## config.mk

```make
export PLATFORM = sky130hd
export DESIGN_NAME = annexb_access_unit_splitter_unit
export DESIGN_NICKNAME = d
export VERILOG_FILES = /design/src/sv/aus_pkg.sv /design/src/sv/aus_cfg.sv /design/src/sv/aus_scan.sv /design/src/sv/aus_ts_pipe.sv /design/src/sv/annexb_access_unit_splitter_unit.sv
export SDC_FILE = /design/constraint.sdc
export NUM_CORES = 2
export LEC_CHECK = 0
export ABC_AREA = 0
export BUFFER_PORTS_ARGS = -buffer_cell sky130_fd_sc_hd__clkbuf_2
export CORE_MARGIN = 4
export CORE_UTILIZATION = 35
export DETAILED_ROUTE_END_ITERATION = 16
export REMOVE_ABC_BUFFERS = 1
export SYNTH_ARGS = -nofsm -noshare
export SYNTH_HDL_FRONTEND = slang
export SYNTH_SLANG_ARGS = --single-unit
```

## constraint.sdc

```tcl
create_clock -name aclk -period 10.2 [get_ports aclk]
set_input_delay 3.06 -clock aclk [delete_from_list [all_inputs] [get_ports aclk]]
set_output_delay 3.06 -clock aclk [all_outputs]
set_load 0.05 [all_outputs]
```

## src/sv/aus_pkg.sv

```systemverilog
package aus_pkg;

    localparam int DATA_W     = 8;
    localparam int LEN_W      = 24;
    localparam int NUM_W      = 24;
    localparam int TS_W       = 32;
    localparam int PERIOD_W   = 20;
    localparam int PROD_W     = NUM_W + PERIOD_W;
    localparam int WIN_DEPTH  = 5;
    localparam int APB_ADDR_W = 3;
    localparam int APB_DATA_W = 32;

    // timestamp product split for the divide by 1000
    localparam int PROD_LO_W  = 22;
    localparam int PROD_HI_W  = PROD_W - PROD_LO_W;
    localparam int QHI_W      = 13;
    localparam int QLO_W      = 22;
    localparam int REM_W      = 10;

    localparam logic [2:0]          FILL_MAX     = 3'd6;
    localparam logic [2:0]          WIN_READY    = 3'd5;
    localparam logic [PERIOD_W-1:0] PERIOD_RESET = 20'd33366;
    localparam logic [DATA_W-1:0]   NAL_TYPE_MASK = 8'h0f;
    localparam logic [LEN_W-1:0]    LEN_OUT_MAX  = 24'hFFFFFF;
    localparam logic [REM_W-1:0]    DIV_BY       = 10'd1000;
    // floor(2^32 / 1000) and floor(2^41 / 1000)
    localparam logic [22:0]         RECIP_HI     = 23'd4294967;
    localparam logic [31:0]         RECIP_LO     = 32'd2199023255;

    localparam logic [0:0]          REG_FRAME_PERIOD = 1'b0;

    typedef struct packed {
        logic              frame_valid;
        logic [LEN_W-1:0]  frame_length;
        logic [NUM_W-1:0]  frame_number;
        logic              end_of_stream;
    } result_info_t;

    function automatic logic qualifies(input logic [DATA_W-1:0] hdr,
                                       input logic [DATA_W-1:0] nxt);
        logic [DATA_W-1:0] t;
        t = hdr & NAL_TYPE_MASK;
        return (t inside {[8'd1:8'd5]}) && nxt[DATA_W-1];
    endfunction

endpackage

```

## src/sv/aus_cfg.sv

```systemverilog
module aus_cfg (
    input  logic                                 aclk,
    input  logic                                 aresetn,
    input  logic                                 psel,
    input  logic                                 penable,
    input  logic                                 pwrite,
    input  logic [aus_pkg::APB_ADDR_W-1:0]       paddr,
    input  logic [aus_pkg::APB_DATA_W-1:0]       pwdata,
    output logic [aus_pkg::APB_DATA_W-1:0]       prdata,
    output logic                                 pready,
    output logic [aus_pkg::PERIOD_W-1:0]         frame_period_us
);

    logic [aus_pkg::PERIOD_W-1:0] period_reg;
    logic [0:0]                   reg_index;
    logic                         wr_en;

    assign reg_index = paddr[aus_pkg::APB_ADDR_W-1:2];
    assign wr_en     = psel && penable && pwrite;
    assign pready    = 1'b1;

    always_ff @(posedge aclk) begin
        if (!aresetn) begin
            period_reg <= aus_pkg::PERIOD_RESET;
        end else if (wr_en && (reg_index == aus_pkg::REG_FRAME_PERIOD)) begin
            period_reg <= pwdata[aus_pkg::PERIOD_W-1:0];
        end
    end

    always_comb begin
        case (reg_index)
            aus_pkg::REG_FRAME_PERIOD: prdata = aus_pkg::APB_DATA_W'(period_reg);
            default:                   prdata = '0;
        endcase
    end

    assign frame_period_us = period_reg;

endmodule

```

## src/sv/aus_scan.sv

```systemverilog
module aus_scan #(
    parameter int LENGTH_BITS = 24
) (
    input  logic                               aclk,
    input  logic                               aresetn,
    input  logic                               s_valid,
    output logic                               s_ready,
    input  logic [aus_pkg::DATA_W-1:0]         s_data_byte,
    input  logic                               s_last,
    input  logic [aus_pkg::PERIOD_W-1:0]       frame_period_us,
    output logic                               out_valid,
    input  logic                               out_ready,
    output aus_pkg::result_info_t              out_info,
    output logic [aus_pkg::PROD_W-1:0]         out_prod
);

    localparam logic [LENGTH_BITS-1:0] LEN_MAX = '1;

    logic                          in_valid_reg;
    logic [aus_pkg::DATA_W-1:0]    in_data_reg;
    logic                          in_last_reg;

    logic [aus_pkg::DATA_W-1:0]    win_reg  [aus_pkg::WIN_DEPTH];
    logic [aus_pkg::DATA_W-1:0]    win_next [aus_pkg::WIN_DEPTH];
    logic [2:0]                    fill_reg, fill_next;
    logic [LENGTH_BITS-1:0]        bss_reg, bss_next;
    logic                          open_reg, open_next;
    logic [1:0]                    skip_reg, skip_next;
    logic [aus_pkg::NUM_W-1:0]     counter_reg, counter_next;
    logic                          prev_scanned_reg, prev_scanned_next;
    logic [aus_pkg::PROD_W-1:0]    prod_reg;

    logic                          fire;
    logic                          emit;
    logic                          four;
    logic [LENGTH_BITS-1:0]        bss_inc;
    logic [LENGTH_BITS-1:0]        len_sel;
    logic [31:0]                   len_wide;
    logic [aus_pkg::LEN_W-1:0]     len_sat;

    assign fire    = in_valid_reg && out_ready;
    assign s_ready = !in_valid_reg || fire;

    always_ff @(posedge aclk) begin
        if (!aresetn) begin
            in_valid_reg <= 1'b0;
        end else if (s_ready) begin
            in_valid_reg <= s_valid;
        end
    end

    always_ff @(posedge aclk) begin
        if (s_valid && s_ready) begin
            in_data_reg <= s_data_byte;
            in_last_reg <= s_last;
        end
    end

    // counter * period, registered from counter_reg; boundaries are at least three bytes apart
    always_ff @(posedge aclk) begin
        prod_reg <= aus_pkg::PROD_W'(counter_reg) * aus_pkg::PROD_W'(frame_period_us);
    end

    always_comb begin
        for (int i = 0; i < aus_pkg::WIN_DEPTH - 1; i++) begin
            win_next[i] = win_reg[i+1];
        end
        win_next[aus_pkg::WIN_DEPTH-1] = in_data_reg;
        fill_next         = (fill_reg < aus_pkg::FILL_MAX) ? fill_reg + 3'd1 : aus_pkg::FILL_MAX;
        bss_next          = bss_reg;
        open_next         = open_reg;
        skip_next         = skip_reg;
        counter_next      = counter_reg;
        prev_scanned_next = prev_scanned_reg;
        emit              = 1'b0;
        four              = 1'b0;
        bss_inc           = bss_reg;
        len_sel           = bss_reg;

        if (fill_next >= aus_pkg::WIN_READY) begin
            if (open_reg && (bss_reg != LEN_MAX)) begin
                bss_inc = bss_reg + LENGTH_BITS'(1);
            end
            bss_next = bss_inc;
            len_sel  = bss_inc;
            if (skip_reg != 2'd0) begin
                skip_next = skip_reg - 2'd1;
            end else if ((win_reg[1] == 8'd0) && (win_reg[2] == 8'd0) &&
                         (win_reg[3] == 8'd1)) begin
                four = prev_scanned_reg && (fill_next >= aus_pkg::FILL_MAX) &&
                       (win_reg[0] == 8'd0);
                if (!open_reg) begin
                    open_next = 1'b1;
                    bss_next  = LENGTH_BITS'(four);
                end else if (aus_pkg::qualifies(win_reg[4], in_data_reg)) begin
                    if (four && (bss_inc != LEN_MAX)) begin
                        len_sel = bss_inc - LENGTH_BITS'(1);
                    end
                    emit         = 1'b1;
                    counter_next = counter_reg + aus_pkg::NUM_W'(1);
                    bss_next     = LENGTH_BITS'(four);
                end
                skip_next = four ? 2'd1 : 2'd2;
            end
            prev_scanned_next = (skip_reg == 2'd0);
        end

        if (in_last_reg) begin
            for (int i = 0; i < aus_pkg::WIN_DEPTH; i++) begin
                win_next[i] = '0;
            end
            fill_next         = '0;
            bss_next          = '0;
            open_next         = 1'b0;
            skip_next         = '0;
            counter_next      = '0;
            prev_scanned_next = 1'b0;
        end
    end

    always_ff @(posedge aclk) begin
        if (!aresetn) begin
            for (int i = 0; i < aus_pkg::WIN_DEPTH; i++) begin
                win_reg[i] <= '0;
            end
            fill_reg         <= '0;
            bss_reg          <= '0;
            open_reg         <= 1'b0;
            skip_reg         <= '0;
            counter_reg      <= '0;
            prev_scanned_reg <= 1'b0;
        end else if (fire) begin
            win_reg          <= win_next;
            fill_reg         <= fill_next;
            bss_reg          <= bss_next;
            open_reg         <= open_next;
            skip_reg         <= skip_next;
            counter_reg      <= counter_next;
            prev_scanned_reg <= prev_scanned_next;
        end
    end

    assign len_wide = 32'(len_sel);
    assign len_sat  = (len_wide > 32'(aus_pkg::LEN_OUT_MAX)) ? aus_pkg::LEN_OUT_MAX
                                                            : len_wide[aus_pkg::LEN_W-1:0];

    always_comb begin
        out_info.frame_valid   = emit;
        out_info.frame_length  = emit ? len_sat : '0;
        out_info.frame_number  = emit ? counter_reg : '0;
        out_info.end_of_stream = in_last_reg;
    end

    assign out_valid = in_valid_reg && (emit || in_last_reg);
    assign out_prod  = prod_reg;

`ifndef SYNTHESIS
    a_last_clears: assert property (@(posedge aclk) disable iff (!aresetn)
        fire && in_last_reg |=> !open_reg && (counter_reg == '0) && (fill_reg == '0))
        else $error("stream state not cleared after last byte");

    a_emit_needs_open: assert property (@(posedge aclk) disable iff (!aresetn)
        fire && emit |-> open_reg && (skip_reg == 2'd0))
        else $error("frame boundary without an open frame");

    a_emit_skips: assert property (@(posedge aclk) disable iff (!aresetn)
        fire && emit && !in_last_reg |=> (skip_reg != 2'd0) && ($past(counter_reg) + 24'd1 == counter_reg))
        else $error("boundary did not advance skip and frame counter");
`endif

endmodule

```

## src/sv/aus_ts_pipe.sv

```systemverilog
module aus_ts_pipe (
    input  logic                               aclk,
    input  logic                               aresetn,
    input  logic                               in_valid,
    output logic                               in_ready,
    input  aus_pkg::result_info_t              in_info,
    input  logic [aus_pkg::PROD_W-1:0]         in_prod,
    output logic                               m_valid,
    input  logic                               m_ready,
    output logic                               m_frame_valid,
    output logic [aus_pkg::LEN_W-1:0]          m_frame_length,
    output logic [aus_pkg::NUM_W-1:0]          m_frame_number,
    output logic [aus_pkg::TS_W-1:0]           m_timestamp_ms,
    output logic                               m_end_of_stream
);

    logic c_valid_reg, d_valid_reg, e_valid_reg, f_valid_reg;
    logic en_c, en_d, en_e, en_f;

    aus_pkg::result_info_t            c_info_reg, d_info_reg, e_info_reg, f_info_reg;
    logic [aus_pkg::QHI_W-1:0]        c_est_reg;
    logic [aus_pkg::PROD_HI_W-1:0]    c_xh_reg;
    logic [aus_pkg::PROD_LO_W-1:0]    c_xl_reg;
    logic [aus_pkg::QHI_W-1:0]        d_qh_reg, e_qh_reg;
    logic [31:0]                      d_v_reg, e_v_reg;
    logic [aus_pkg::QLO_W-1:0]        e_est_reg;
    logic [aus_pkg::TS_W-1:0]         f_ts_reg;

    logic [44:0]                      hi_mult;
    logic [aus_pkg::PROD_HI_W-1:0]    hi_sub, hi_rem;
    logic                             hi_corr;
    logic [aus_pkg::QHI_W-1:0]        hi_q;
    logic [63:0]                      lo_mult;
    logic [31:0]                      lo_sub, lo_rem;
    logic [aus_pkg::QLO_W-1:0]        lo_q;
    logic [34:0]                      q_full;
    logic [aus_pkg::TS_W-1:0]         ts_sat;

    assign en_f     = !f_valid_reg || m_ready;
    assign en_e     = !e_valid_reg || en_f;
    assign en_d     = !d_valid_reg || en_e;
    assign en_c     = !c_valid_reg || en_d;
    assign in_ready = en_c;

    always_ff @(posedge aclk) begin
        if (!aresetn) begin
            c_valid_reg <= 1'b0;
            d_valid_reg <= 1'b0;
            e_valid_reg <= 1'b0;
            f_valid_reg <= 1'b0;
        end else begin
            if (en_c) c_valid_reg <= in_valid;
            if (en_d) d_valid_reg <= c_valid_reg;
            if (en_e) e_valid_reg <= d_valid_reg;
            if (en_f) f_valid_reg <= e_valid_reg;
        end
    end

    // high part estimate of product / 1000
    assign hi_mult = {23'b0, in_prod[aus_pkg::PROD_W-1:aus_pkg::PROD_LO_W]} *
                     {22'b0, aus_pkg::RECIP_HI};

    always_ff @(posedge aclk) begin
        if (en_c) begin
            c_info_reg <= in_info;
            c_est_reg  <= hi_mult[44:32];
            c_xh_reg   <= in_prod[aus_pkg::PROD_W-1:aus_pkg::PROD_LO_W];
            c_xl_reg   <= in_prod[aus_pkg::PROD_LO_W-1:0];
        end
    end

    // estimate is exact or one low
    assign hi_sub  = c_xh_reg - aus_pkg::PROD_HI_W'(c_est_reg * aus_pkg::PROD_HI_W'(aus_pkg::DIV_BY));
    assign hi_corr = hi_sub >= aus_pkg::PROD_HI_W'(aus_pkg::DIV_BY);
    assign hi_rem  = hi_corr ? hi_sub - aus_pkg::PROD_HI_W'(aus_pkg::DIV_BY) : hi_sub;
    assign hi_q    = hi_corr ? c_est_reg + aus_pkg::QHI_W'(1) : c_est_reg;

    always_ff @(posedge aclk) begin
        if (en_d) begin
            d_info_reg <= c_info_reg;
            d_qh_reg   <= hi_q;
            d_v_reg    <= {hi_rem[aus_pkg::REM_W-1:0], c_xl_reg};
        end
    end

    assign lo_mult = 64'(d_v_reg) * 64'(aus_pkg::RECIP_LO);

    always_ff @(posedge aclk) begin
        if (en_e) begin
            e_info_reg <= d_info_reg;
            e_qh_reg   <= d_qh_reg;
            e_v_reg    <= d_v_reg;
            e_est_reg  <= lo_mult[62:41];
        end
    end

    assign lo_sub = e_v_reg - 32'(32'(e_est_reg) * 32'(aus_pkg::DIV_BY));
    assign lo_rem = lo_sub;
    assign lo_q   = (lo_rem >= 32'(aus_pkg::DIV_BY)) ? e_est_reg + aus_pkg::QLO_W'(1)
                                                     : e_est_reg;
    assign q_full = {e_qh_reg, 22'b0} + 35'(lo_q);
    assign ts_sat = (q_full[34:32] != 3'd0) ? '1 : q_full[31:0];

    always_ff @(posedge aclk) begin
        if (en_f) begin
            f_info_reg <= e_info_reg;
            f_ts_reg   <= e_info_reg.frame_valid ? ts_sat : '0;
        end
    end

    assign m_valid         = f_valid_reg;
    assign m_frame_valid   = f_info_reg.frame_valid;
    assign m_frame_length  = f_info_reg.frame_length;
    assign m_frame_number  = f_info_reg.frame_number;
    assign m_timestamp_ms  = f_ts_reg;
    assign m_end_of_stream = f_info_reg.end_of_stream;

endmodule

```

## src/sv/annexb_access_unit_splitter_unit.sv

```systemverilog
// Splits an H.264 Annex B byte stream into access units. One byte is accepted per clock,
// sustained, as long as results are taken; each byte passes an input register where its
// start-code scan and frame bookkeeping are done combinationally, and a frame result then
// runs through four stages that form frame_number * frame_period_us / 1000 (reciprocal
// multiplies stand in for the divide). m_ready low backs the pipeline up and finally drops
// s_ready. Bytes ahead of the first start code are discarded; the byte flagged last yields
// a result with end_of_stream set and drops any unfinished frame. frame_period_us sits at
// APB address 0.
module annexb_access_unit_splitter_unit #(
    parameter int LENGTH_BITS = 24
) (
    input  logic                              aclk,
    input  logic                              aresetn,
    input  logic                              psel,
    input  logic                              penable,
    input  logic                              pwrite,
    input  logic [aus_pkg::APB_ADDR_W-1:0]    paddr,
    input  logic [aus_pkg::APB_DATA_W-1:0]    pwdata,
    output logic [aus_pkg::APB_DATA_W-1:0]    prdata,
    output logic                              pready,
    input  logic                              s_valid,
    output logic                              s_ready,
    input  logic [aus_pkg::DATA_W-1:0]        s_data_byte,
    input  logic                              s_last,
    output logic                              m_valid,
    input  logic                              m_ready,
    output logic                              m_frame_valid,
    output logic [aus_pkg::LEN_W-1:0]         m_frame_length,
    output logic [aus_pkg::NUM_W-1:0]         m_frame_number,
    output logic [aus_pkg::TS_W-1:0]          m_timestamp_ms,
    output logic                              m_end_of_stream
);

    logic [aus_pkg::PERIOD_W-1:0] frame_period_us;
    logic                         res_valid;
    logic                         res_ready;
    aus_pkg::result_info_t        res_info;
    logic [aus_pkg::PROD_W-1:0]   res_prod;

    aus_cfg u_cfg (
        .aclk            (aclk),
        .aresetn         (aresetn),
        .psel            (psel),
        .penable         (penable),
        .pwrite          (pwrite),
        .paddr           (paddr),
        .pwdata          (pwdata),
        .prdata          (prdata),
        .pready          (pready),
        .frame_period_us (frame_period_us)
    );

    aus_scan #(
        .LENGTH_BITS (LENGTH_BITS)
    ) u_scan (
        .aclk            (aclk),
        .aresetn         (aresetn),
        .s_valid         (s_valid),
        .s_ready         (s_ready),
        .s_data_byte     (s_data_byte),
        .s_last          (s_last),
        .frame_period_us (frame_period_us),
        .out_valid       (res_valid),
        .out_ready       (res_ready),
        .out_info        (res_info),
        .out_prod        (res_prod)
    );

    aus_ts_pipe u_ts_pipe (
        .aclk            (aclk),
        .aresetn         (aresetn),
        .in_valid        (res_valid),
        .in_ready        (res_ready),
        .in_info         (res_info),
        .in_prod         (res_prod),
        .m_valid         (m_valid),
        .m_ready         (m_ready),
        .m_frame_valid   (m_frame_valid),
        .m_frame_length  (m_frame_length),
        .m_frame_number  (m_frame_number),
        .m_timestamp_ms  (m_timestamp_ms),
        .m_end_of_stream (m_end_of_stream)
    );

endmodule

```

==> results by stage <==
Clock network:
- CTS built an H-tree with a depth of 3.
- The number of buffers on the longest clock path is 3.
- TritonCTS built the clock tree.
- The post-cts hold buffer count is 0.
- In this run, post-CTS repair resized a total of 0 instances.
- The clock root buffer is clkbuf_16.
- For the worst-skew pair, the clock arrives at the later sink with an insertion delay of 0.68 ns.
- The number of clock buffers added by TritonCTS is 70.
- Post-CTS timing repair inserted 0 buffers for setup.
- Clock-pin slew was measured on the worst setup and hold paths at 0.05 ns.
- The clock drives 571 sinks.

Placement:
- The number of placed cells counting well taps is 9077.
- The count of buffers added on input and output ports is 140.
- The placed wire-length estimate is roughly 120000 µm.
- Routability-driven placement finished with a final weighted congestion of between 0.9 and 1.

STA:
- Setup repair after global routing left no endpoint under its margin.
- The clock period minus worst slack is a little over 9 ns.
- The max-slew violation total from the final report is 0.
- The worst max-slew margin expressed relative to the limit is 0.166.
- The peak clock frequency supported by timing is ~0.11 GHz.
- The transition time at the pin with the least slew margin is ~1.2 ns.
- In the final timing run, aggregate negative setup slack is 0 ns.
- The share of the clock period used by the worst path after layout is 0.899.
- The hold violation total from the final report is 0.
- The clock arrives with 0.0541 ns of skew.
- Setup violations remaining at the end of the flow were counted as 0.

Critical path:
- The critical path contains buffers and inverters numbering 2 combined.
- The worst setup path category is reg2reg.
- The slowest stage of the critical path belongs to the cell fa_1.
- The most numerous cell type found on the critical path is fa_1.
- In this design, the largest share of critical-path delay is due to adder cells.
- In this run the worst path has a maximum fanout of 10.
- The launching element type of the critical path is a flip-flop.
- The critical path endpoint category is a flip-flop.
- At the worst endpoint, the arrival time is approximately 9.5 ns.
- The largest single stage delay on the critical path is approximately 0.6 ns.
- The worst path required time is about 11 ns.

Finish:
- In the final layout, the share of cells above drive strength 1 is 0.0529.
- Counting the fill cells in the layout gives roughly 19000.
- In the final design database the tool counted around 8600 nets.
- Measured on the finished design, the core utilization comes to 0.384.
- The finished layout holds between 9000 and 10000 standard cells, fillers aside.
- The growth of design area from synthesis to finish is 8.86%.

Drt:
- The number of DRC markers in iteration 0 is ~2400.
- The wire length after detailed routing is between 150000 and 200000 µm.
- The post-detailed-route count of antenna-violating nets is 0.
- Dividing the detail-routed via count by the number of cells gives just under 5.
- The average wire per standard cell is about 17 µm.
- The first detailed-routing pass took 5 iterations.
- The overall via count from detail_route is 44437.
- The number of design rule violations left after detail routing is 0.

Floorplanning:
- The initial core utilization is 0.353.
- The die covers between 150000 and 200000 µm².
- The width of the die is around 450 µm.
- Row generation in the floorplan step produced 160 rows.
- The number of I/O pins is ~170.
- The core region is about 190000 µm².
- The die height is ~450 µm.

Yosys:
- The post-synthesis average cell area is slightly above 10 µm².
- After synthesis the cells add up to just under 70000 µm².
- Yosys attributes the largest share of cell area to fa_1, edfxtp_1, ha_1.
- The share of flip-flops with an asynchronous set or reset is 0.
- Counting instances in the post-synthesis netlist gives the leading cell types as inv_1, fa_1, ha_1.
- The share of synthesized area in the top cell type comes to 0.299.
- The number of enable flip-flop cells after synthesis is about 410.
- For this run, the register share of the synthesized area comes to 0.231.
- For this run, the number of Yosys warnings is 0.
- The cell type with the largest total area after synthesis is fa_1.
- The synthesized instance count is 6544.
- The most used standard cell by instance count after synthesis is inv_1.
- The total of flip-flops plus latches after synthesis is about 570.
- After synthesis, the netlist uses 84 different library cells.
- Among all flip-flop cells after synthesis, the most frequent one is edfxtp_1.

GRT:
- The number of global-route vias before repair is roughly 47000.
- The global route total overflow is 0.
- The largest net degree at the start of global routing is 70.
- The initial antenna violation count is 0.
- The first global-routing pass estimated between 200000 and 300000 µm of wire.
- The global-route total usage across every layer is 0.160.

Power and ir drop:
- The overall power of the completed layout is about 5.1 mW.
- The ratio of total power to cell area is between 60 and 70 nW/µm².
- The worst voltage drop across the vdd grid is about 0.13 mV.
- The standby leakage power is between 30 and 40 nW.

Outcome:
- The run finished with clean final reports.

Worst hold path:
- The worst min-delay path class is reg2reg.

Job:
- Max-cap violations in this run came to 0.
==> through the flow <==
| stage | setup slack (ns) | area [µm²] | hold slack, ns |
|---|---|---|---|
| after floorplan | 0.0675 | 66500 | 0.386 |
| after global placement | 1.16 | 70800 | 0.386 |
| after detailed placement | 1.11 | 70800 | 0.389 |
| after CTS | 1.03 | 73200 | 0.401 |
| after global routing | 0.392 | 73200 | 0.409 |
| final | 1.03 | 73200 | 0.401 |
==> final cells by class <==
type,count,area (µm²),share of cell area
multi-input cells,4255,45200,0.618
repair buffers,204,1180,0.0161
inverters,1536,5770,0.0788
well taps,2511,3140,0.0429
diodes,1,2.50,0.0000342
flip-flops and latches,571,15500,0.212
clock buffers,84,1820,0.0249
clock inverters,44,519,0.00710
==> layout by cell type, fill, tap and decap left out, drive strengths merged, types with 25 or more instances in the layout <==
cell type / count
inv: 1542
fa: 1004
ha: 939
nand2: 549
edfxtp: 407
and2: 226
clkbuf: 224
a21oi: 200
nor2: 192
dfxtp: 164
xnor2: 124
o21ai: 118
a21o: 92
xor2: 86
nand3: 85
buf: 64
nor2b: 62
nor3: 51
nand4: 41
o21a: 32
and3: 31
a21boi: 31
nor4: 31
nand2b: 25
clkinv: 25
==> power by group <==
part           total [mW]  switching, mW  leakage [nW]  internal (mW)
clock network        2.52           1.08          1.11           1.44
registers            2.48         0.0136          6.31           2.47
logic               0.122         0.0924          31.0         0.0291
total                5.12           1.19          38.4           3.93
==> kinds of logic (layout without fill, tap and decap cells) <==
logic type / count (synthesis) / count (layout) / synth area share
buffers and inverters: 1729 / 1868 / 0.0977
adders and majority gates: 1943 / 1943 / 0.474
DFF: 571 / 571 / 0.231
other: 2 / 14 / 0.000112
AOI/OAI and AO/OA: 693 / 693 / 0.0678
xor gates and xnor gates: 210 / 210 / 0.0274
muxes: 13 / 13 / 0.00218
and+or+nand+nor: 1383 / 1383 / 0.100
==> per-layer routing <==
metal | GRT usage | vias to the layer above | share of wire
met5 | 0 | - | 0
met1 | 0.216 | 22396 | 0.45
li1 | - | 21002 | -
met4 | 0.0405 | 0 | 0.025
met3 | 0.0190 | 185 | 0.041
met2 | 0.273 | 854 | 0.49
==> worst paths after layout <==
| kind | from | endpoint | slack, ns | cells past startpoint |
|---|---|---|---|---|
| worst max-delay path | u_ts_pipe.e_est_reg[2]$_DFFE_PP_ | u_ts_pipe.m_timestamp_ms[2]$_SDFFCE_PN0P_ | 1.03 | 28 |
| worst max register to register | u_ts_pipe.e_est_reg[2]$_DFFE_PP_ | u_ts_pipe.m_timestamp_ms[2]$_SDFFCE_PN0P_ | 1.03 | 28 |
| worst min register to register | u_scan.out_prod[18]$_DFF_P_ | u_ts_pipe.c_xl_reg[18]$_DFFE_PP_ | 0.40 | 0 |
| worst min-delay path | u_scan.out_prod[18]$_DFF_P_ | u_ts_pipe.c_xl_reg[18]$_DFFE_PP_ | 0.40 | 0 |
Note: power is estimated with default switching activity, not from simulation.
